$ cat src/design/plst_pkg.sv
// plst_pkg: shared types and constants for the positional list store.
// Holds the command, status, state and cell-control types.
// No dependencies; every module of the block imports it.
`timescale 1ns / 1ps
`default_nettype none

package plst_pkg;

   localparam int DATA_W         = 32;
   localparam int LIST_DEPTH_DEF = 16;
   localparam int LIST_DEPTH_MAX = 64;
   // wide enough for any count or slot up to LIST_DEPTH_MAX
   localparam int LIST_CNT_W     = $clog2(LIST_DEPTH_MAX + 1);

   typedef enum logic [2:0] {
      OP_INS_HEAD = 3'd0,
      OP_INS_TAIL = 3'd1,
      OP_INS_POS  = 3'd2,
      OP_DEL_HEAD = 3'd3,
      OP_DEL_TAIL = 3'd4,
      OP_DEL_POS  = 3'd5,
      OP_SEARCH   = 3'd6,
      OP_DUMP     = 3'd7
   } op_type;

   typedef enum logic [2:0] {
      STS_OK       = 3'd0,
      STS_EMPTY    = 3'd1,
      STS_FULL     = 3'd2,
      STS_NOTFOUND = 3'd3,
      STS_BADPOS   = 3'd4
   } status_type;

   typedef enum logic [1:0] {
      FSM_IDLE,
      FSM_EXEC,
      FSM_SRCH,
      FSM_DUMP
   } state_type;

   typedef enum logic [1:0] {
      CK_HOLD,
      CK_INS,
      CK_DEL,
      CK_ROT
   } cell_kind_type;

   // broadcast to every cell of the chain
   typedef struct packed {
      cell_kind_type           kind;
      logic [LIST_CNT_W-1:0]   slot;
      logic [LIST_CNT_W-1:0]   used;
      logic [DATA_W-1:0]       value;
   } cell_cmd_type;

endpackage

`default_nettype wire

$ cat src/design/plst_cell.sv
// plst_cell: one storage cell of the list chain.
// Holds one element, shifts from its neighbors and compares against the key.
// Depends on plst_pkg.
`timescale 1ns / 1ps
`default_nettype none

module plst_cell #(
   parameter int IDX = 0
) (
   input  wire                         clock,
   input  plst_pkg::cell_cmd_type      cmd,
   input  wire [plst_pkg::DATA_W-1:0]  left_data,
   input  wire [plst_pkg::DATA_W-1:0]  right_data,
   input  wire [plst_pkg::DATA_W-1:0]  head_data,
   output logic [plst_pkg::DATA_W-1:0] data,
   output logic                        match
);
   import plst_pkg::*;

   localparam logic [LIST_CNT_W-1:0] MY_IDX = LIST_CNT_W'(IDX);
   localparam logic [LIST_CNT_W-1:0] MY_NXT = LIST_CNT_W'(IDX + 1);

   logic [DATA_W-1:0] data_ff, data_in;
   logic              match_ff;

   always_comb begin
      data_in = data_ff;
      unique case (cmd.kind)
         CK_INS: begin
            // open a gap at the slot: cells behind it take the left neighbor
            if (MY_IDX > cmd.slot) begin
               data_in = left_data;
            end else if (MY_IDX == cmd.slot) begin
               data_in = cmd.value;
            end
         end
         CK_DEL: begin
            // close the gap: cells from the slot on take the right neighbor
            if (MY_IDX >= cmd.slot) begin
               data_in = right_data;
            end
         end
         CK_ROT: begin
            // rotate the occupied part toward the head
            if (MY_NXT == cmd.used) begin
               data_in = head_data;
            end else if (MY_NXT < cmd.used) begin
               data_in = right_data;
            end
         end
         default: begin
            data_in = data_ff;
         end
      endcase
   end

   always_ff @(posedge clock) begin
      data_ff  <= data_in;
      match_ff <= (data_ff == cmd.value);
   end

   assign data  = data_ff;
   assign match = match_ff;

endmodule

`default_nettype wire

$ cat src/design/positional_list_store.sv
// positional_list_store: top level of the bounded ordered list.
// Sequencer, output register and the chain of plst_cell instances.
// Depends on plst_pkg and plst_cell.
//
// Usage:
//   req channel: one transaction carries one command (op, value, position).
//   rsp channel: status, element, found_at and length per result; tlast
//     marks the final result of a command. A dump of a non-empty list gives
//     one result per element, head first; every other command gives one.
//   Timing: a command is taken in idle and executed in the execute step
//     once the output register is free; no new command is taken until its
//     last result is loaded. A search passes an extra step to resolve the
//     registered match vector of the cell chain. A dump streams one element
//     per cycle while the receiver takes results, by rotating the occupied
//     cells toward the head, and leaves the list in its original order.
//   Reset: synchronous, active high; the element count clears to zero and
//     the sequencer returns to idle. Cell contents are not cleared.
//   Back-pressure: results sit in an output register; while the receiver
//     stalls, the sequencer holds in any step that gives a result and the
//     list does not change.
`timescale 1ns / 1ps
`default_nettype none

module positional_list_store #(
   parameter int DEPTH = plst_pkg::LIST_DEPTH_DEF
) (
   input  wire         clock,
   input  wire         reset,
   input  wire         req_tvalid,
   output logic        req_tready,
   // [2:0] op, [34:3] value, [39:35] position
   input  wire  [39:0] req_tdata,
   output logic        rsp_tvalid,
   input  wire         rsp_tready,
   // [2:0] status, [34:3] element, [39:35] found_at, [44:40] length, [47:45] zero
   output logic [47:0] rsp_tdata,
   output logic        rsp_tlast
);
   import plst_pkg::*;

   localparam int CNT_W = $clog2(DEPTH + 1);
   localparam int CMP_W = ((CNT_W > 5) ? CNT_W : 5) + 1;
   localparam logic [CMP_W-1:0] DEPTH_C = CMP_W'(DEPTH);

   // command latch
   op_type            op_ff;
   logic [DATA_W-1:0] value_ff;
   logic [4:0]        pos_ff;

   // control state
   state_type         state_ff, state_in;
   logic [CNT_W-1:0]  used_ff, used_in;
   logic [CNT_W-1:0]  cnt_ff, cnt_in;

   // output register
   logic              rsp_valid_ff, rsp_valid_in;
   logic [47:0]       rsp_data_ff, rsp_data_in;
   logic              rsp_last_ff, rsp_last_in;

   // cell chain
   cell_cmd_type      cmd;
   logic [DATA_W-1:0] cell_data [DEPTH];
   logic [DEPTH-1:0]  match_vec;

   logic              req_fire;
   logic              out_free;
   logic [CMP_W-1:0]  used_c, pos_c, cnt_c, hit_pos;

   // per-step result selection
   logic              emit;
   status_type        st_code;
   logic [DATA_W-1:0] elem;
   logic [4:0]        fnd;
   logic              last_bit;

   assign req_fire = req_tvalid && req_tready;
   assign out_free = !rsp_valid_ff || rsp_tready;
   assign used_c   = CMP_W'(used_ff);
   assign pos_c    = CMP_W'(pos_ff);
   assign cnt_c    = CMP_W'(cnt_ff);

   // first match among occupied cells; scan from the tail so the head wins
   always_comb begin
      hit_pos = '0;
      for (int i = DEPTH - 1; i >= 0; i--) begin
         if (match_vec[i] && (CMP_W'(i) < used_c)) begin
            hit_pos = CMP_W'(i + 1);
         end
      end
   end

   always_comb begin
      state_in     = state_ff;
      used_in      = used_ff;
      cnt_in       = cnt_ff;
      req_tready   = (state_ff == FSM_IDLE);
      emit         = 1'b0;
      st_code      = STS_OK;
      elem         = '0;
      fnd          = '0;
      last_bit     = 1'b1;
      cmd.kind     = CK_HOLD;
      cmd.slot     = '0;
      cmd.used     = LIST_CNT_W'(used_ff);
      cmd.value    = value_ff;

      unique case (state_ff)
         FSM_IDLE: begin
            if (req_fire) begin
               state_in = FSM_EXEC;
            end
         end
         FSM_EXEC: begin
            unique case (op_ff)
               OP_INS_HEAD, OP_INS_TAIL, OP_INS_POS: begin
                  if (out_free) begin
                     emit     = 1'b1;
                     state_in = FSM_IDLE;
                     priority if (used_c == DEPTH_C) begin
                        st_code = STS_FULL;
                     end else if (op_ff == OP_INS_POS &&
                                  (pos_c == '0 || pos_c > used_c + 1'b1)) begin
                        st_code = STS_BADPOS;
                     end else begin
                        cmd.kind = CK_INS;
                        if (op_ff == OP_INS_TAIL) begin
                           cmd.slot = LIST_CNT_W'(used_c);
                        end else if (op_ff == OP_INS_POS) begin
                           cmd.slot = LIST_CNT_W'(pos_c - 1'b1);
                        end
                        used_in = CNT_W'(used_c + 1'b1);
                     end
                  end
               end
               OP_DEL_HEAD, OP_DEL_TAIL, OP_DEL_POS: begin
                  if (out_free) begin
                     emit     = 1'b1;
                     state_in = FSM_IDLE;
                     priority if (used_c == '0) begin
                        st_code = STS_EMPTY;
                     end else if (op_ff == OP_DEL_POS &&
                                  (pos_c == '0 || pos_c > used_c)) begin
                        st_code = STS_BADPOS;
                     end else begin
                        cmd.kind = CK_DEL;
                        if (op_ff == OP_DEL_TAIL) begin
                           cmd.slot = LIST_CNT_W'(used_c - 1'b1);
                        end else if (op_ff == OP_DEL_POS) begin
                           cmd.slot = LIST_CNT_W'(pos_c - 1'b1);
                        end
                        used_in = CNT_W'(used_c - 1'b1);
                     end
                  end
               end
               OP_SEARCH: begin
                  if (used_c != '0) begin
                     // cells register their compare this cycle
                     state_in = FSM_SRCH;
                  end else if (out_free) begin
                     emit     = 1'b1;
                     st_code  = STS_EMPTY;
                     state_in = FSM_IDLE;
                  end
               end
               OP_DUMP: begin
                  if (used_c != '0) begin
                     cnt_in   = '0;
                     state_in = FSM_DUMP;
                  end else if (out_free) begin
                     emit     = 1'b1;
                     st_code  = STS_EMPTY;
                     state_in = FSM_IDLE;
                  end
               end
               default: begin
                  state_in = FSM_IDLE;
               end
            endcase
         end
         FSM_SRCH: begin
            if (out_free) begin
               emit     = 1'b1;
               state_in = FSM_IDLE;
               if (hit_pos != '0) begin
                  st_code = STS_OK;
                  fnd     = hit_pos[4:0];
               end else begin
                  st_code = STS_NOTFOUND;
               end
            end
         end
         FSM_DUMP: begin
            last_bit = (cnt_c + 1'b1 == used_c);
            if (out_free) begin
               emit     = 1'b1;
               elem     = cell_data[0];
               cmd.kind = CK_ROT;
               cnt_in   = CNT_W'(cnt_c + 1'b1);
               if (last_bit) begin
                  state_in = FSM_IDLE;
               end
            end
         end
         default: begin
            state_in = FSM_IDLE;
         end
      endcase
   end

   // output register: load on a result, drop on a taken transaction
   always_comb begin
      rsp_valid_in = rsp_valid_ff;
      rsp_data_in  = rsp_data_ff;
      rsp_last_in  = rsp_last_ff;
      if (emit) begin
         rsp_valid_in = 1'b1;
         rsp_data_in  = {3'b000, 5'(CMP_W'(used_in)), fnd, elem, st_code};
         rsp_last_in  = last_bit;
      end else if (rsp_tready) begin
         rsp_valid_in = 1'b0;
      end
   end

   always_ff @(posedge clock) begin
      if (reset) begin
         state_ff     <= FSM_IDLE;
         used_ff      <= '0;
         cnt_ff       <= '0;
         rsp_valid_ff <= 1'b0;
      end else begin
         state_ff     <= state_in;
         used_ff      <= used_in;
         cnt_ff       <= cnt_in;
         rsp_valid_ff <= rsp_valid_in;
      end
   end

   always_ff @(posedge clock) begin
      rsp_data_ff <= rsp_data_in;
      rsp_last_ff <= rsp_last_in;
      if (req_fire) begin
         op_ff    <= op_type'(req_tdata[2:0]);
         value_ff <= req_tdata[34:3];
         pos_ff   <= req_tdata[39:35];
      end
   end

   // chain of cells; the ends see their own data as the missing neighbor
   for (genvar g = 0; g < DEPTH; g++) begin : g_cell
      logic [DATA_W-1:0] left_w, right_w;
      if (g == 0) begin : g_first
         assign left_w = cell_data[g];
      end else begin : g_mid_l
         assign left_w = cell_data[g-1];
      end
      if (g == DEPTH - 1) begin : g_last
         assign right_w = cell_data[g];
      end else begin : g_mid_r
         assign right_w = cell_data[g+1];
      end
      plst_cell #(
         .IDX (g)
      ) u_cell (
         .clock      (clock),
         .cmd        (cmd),
         .left_data  (left_w),
         .right_data (right_w),
         .head_data  (cell_data[0]),
         .data       (cell_data[g]),
         .match      (match_vec[g])
      );
   end

   assign rsp_tvalid = rsp_valid_ff;
   assign rsp_tdata  = rsp_data_ff;
   assign rsp_tlast  = rsp_last_ff;

endmodule

`default_nettype wire

$ cat config.mk
export PLATFORM = sky130hd
export DESIGN_NAME = positional_list_store
export DESIGN_NICKNAME = d
export VERILOG_FILES = /design/src/design/plst_pkg.sv /design/src/design/plst_cell.sv /design/src/design/positional_list_store.sv
export SDC_FILE = /design/constraint.sdc
export NUM_CORES = 2
export LEC_CHECK = 0
export BUFFER_PORTS_ARGS = -buffer_cell sky130_fd_sc_hd__buf_4
export CORE_MARGIN = 2
export CORE_UTILIZATION = 50
export CTS_CLUSTER_SIZE = 20
export DETAILED_ROUTE_END_ITERATION = 16
export PLACE_DENSITY = 0.66
export SYNTH_ARGS = -nofsm -noshare
export SYNTH_HDL_FRONTEND = slang
export SYNTH_SLANG_ARGS = --single-unit
$ cat constraint.sdc
create_clock -name clock -period 6.7 [get_ports clock]
set_input_delay 0.335 -clock clock [delete_from_list [all_inputs] [get_ports clock]]
set_output_delay 0.335 -clock clock [all_outputs]
set_load 0.02 [all_outputs]
==> metrics.cfg <==
[status]
status = completed

[sta]
finalSetupTns_ns = 0
relSlewSlack = 0.2206
min_period_ns = 5.042
tightest_slew_ns = 1.169
fin_crit_sh = 0.7525
fmax_ghz = 0.1983
maxSlewViolCount = 0
setup_viol = 0
rsz0062_at_grt = false
hold_viol_final = 0
whs_ns = 0.07389
clock_skew_ns = 0.03749

[synthesis]
syn_inst = 3659
yosysMostFrequentCell = edfxtp_1
ys_warn_count = 0
synth_edf_count = 598
synth_flop_cell = edfxtp_1
avgSynthCellArea_sq_um = 10.56
async_flop_share = 0
synth_area_leaders = edfxtp_1 46%, xor2_1 12%, a22oi_1 6.3%
yosysSeqAreaShare = 0.4799
synth_area_sq_um = 38620
synth_common_cells = 598 x edfxtp_1, 516 x xor2_1, 324 x a22oi_1
synth_cell_types = 80
netlist.area_leader.share = 0.4649
synth.largest_area_cell = edfxtp_1
synth-seq-cells = 627

[drt]
vias = 33960
vias_per_cell = 7.203
drc = 0
first_pass_iters = 7
drt_wl_total_um = 154300
drtIter0Drc = 6125
wl_per_cell_um = 32.73
postRouteAntennaNets = 0

[global_route]
grt_use_total = 0.3816
grt_pass1_vias = 31790
grt_overflow = 0
antenna_found_initial = 8
grt_pass1_wl_um = 223300
grt_max_degree = 66

[worst_setup_path]
path_class = flip-flop to flip-flop
crit_fanout = 22
critPathLaunchType = flip-flop
cp-end-kind = flip-flop
cp.required_ns = 7.08
cp.arrival_ns = 5.42

[clock_tree]
clk_path_buf_depth = 3
cts_resized = 0
cts.clk_slew.worst_paths_ns = 0.06
cts_sinks = 627
htreeDepth = 3
clock_latency_ns = 0.64
cts_tree = built
cts_root_buffer = clkbuf_16
cts_inserted_buffers = 74

[layout]
diodes = 0
final_cells = 4715
fin_area_sq_um = 43220
nets = 3695
final_util = 0.5671
syn2layout_area_growth_pct = 11.89
drive_above_1_share = 0.1113

[floorplan]
io_pins = 95
die_x_um = 281.9
std_cell_rows = 101
fp.dieArea_sq_um = 79490
coreArea_sq_um = 76200
initial_utilization = 0.5069
die_h_um = 281.9

[place]
gp_congestion = 1.046
dp_hpwl_um = 107700
portBuffers = 91
dp.cells = 4542
placed_area_sq_um = 40530

[min_path]
holdCritPathClass = input pin to flip-flop

[pwr]
power_density_nw_per_um2 = 239.2
peakVddDrop_mv = 0.1950
leakage_uw = 0.01506

[job]
drv_cap = 0

-- repair_timing --
action / 4_1_cts / 5_1_grt
buffers inserted: 0 / 0
hold buffers: 41 / 0
endpoints found under the hold margin: 47 / 0
-- area by class of cell --
type	count	area (sq um)
Fill cell	6665	32990
Timing Repair Buffer	279	2235
Inverter	41	153.9
Tap cell	1030	1289
Sequential cell	627	18540
Multi-Input combinational cell	2606	18730
Clock buffer	94	1927
Clock inverter	38	345.3
-- power breakdown --
group	internal [uW]	switching [uW]
combinational	480	1110
clock	2240	1740
sequential	4580	200
total	7290	3040
-- worst paths after layout --
path              start  slack [ns]                       end  cells past startpoint
max          used_ff[1]        1.66  g_cell[1].u_cell.data[9]                     16
min reg2reg   cnt_ff[1]        0.50                 cnt_ff[1]                      2
min          req_tvalid        0.07               state_ff[1]                      4
max reg2reg  used_ff[1]        1.66  g_cell[1].u_cell.data[9]                     16
-- metrics by stage --
step	setup WS, ns	total power (uW)
after CTS	1.729	10260
after detailed placement	1.766	6336
final	1.658	10340
after global placement	1.867	6324
after global routing	1.354	10550
after floorplan	0.1001	5708
-- routing by layer --
metal	up-vias	GRT usage	wire length (um)
li1	14060	-	-
met5	-	0.009158	155
met4	12	0.1431	7227
met2	2822	0.5792	67390
met1	16610	0.5180	58070
met3	463	0.1078	21480
-- critical path: stages (launching register included) --
cell	delay (ns)
dfxtp_1	0.30
buf_4	0.26
inv_1	0.20
nor2_1	0.25
a21oi_1	0.12
nor2_1	0.24
ha_1	0.29
and4_1	0.17
a221oi_2	0.29
o311ai_1	0.22
and4_1	0.22
nor2_1	0.47
nand4_4	0.28
a21oi_4	0.65
buf_4	0.41
nor2_1	0.07
a221o_1	0.28
-- registers in the layout (all words and copies together), names as in the netlist --
signal	cells
g_cell.u_cell.data	512
rsp_tdata	45
value_ff	32
g_cell.u_cell.match	16
cnt_ff	5
pos_ff	5
used_ff	5
op_ff	3
state_ff	2
rsp_tlast	1
rsp_tvalid	1
-- cell usage in the layout (no fill, tap or decap), drive strengths merged, types with 9 or more instances in the layout --
master / count
nor2b: 9
clkinv: 26
buf: 238
nand2b: 11
dlygate4sd3: 41
o22ai: 29
xor2: 516
nand4: 38
a21oi: 37
nor2: 133
nand2: 189
inv: 45
nand3: 240
o21bai: 10
and3: 14
xnor2: 12
o21ai: 241
nor3: 32
edfxtp: 598
a22oi: 324
ha: 22
o211ai: 223
a222oi: 33
nor4: 132
dfxtp: 29
a221o: 64
clkbuf: 94
mux2i: 167
a22o: 38
-- cells by family after synthesis --
group	Yosys count	share of synthesized area
compound gates	1054	0.1966
xor+xnor	528	0.1197
mux	171	0.04444
other cells	1	0.00009709
flops	627	0.4799
fa+ha+maj	23	0.007386
buf+inv	428	0.04581
simple gates	827	0.1060
Note: power is estimated with default switching activity, not from simulation.
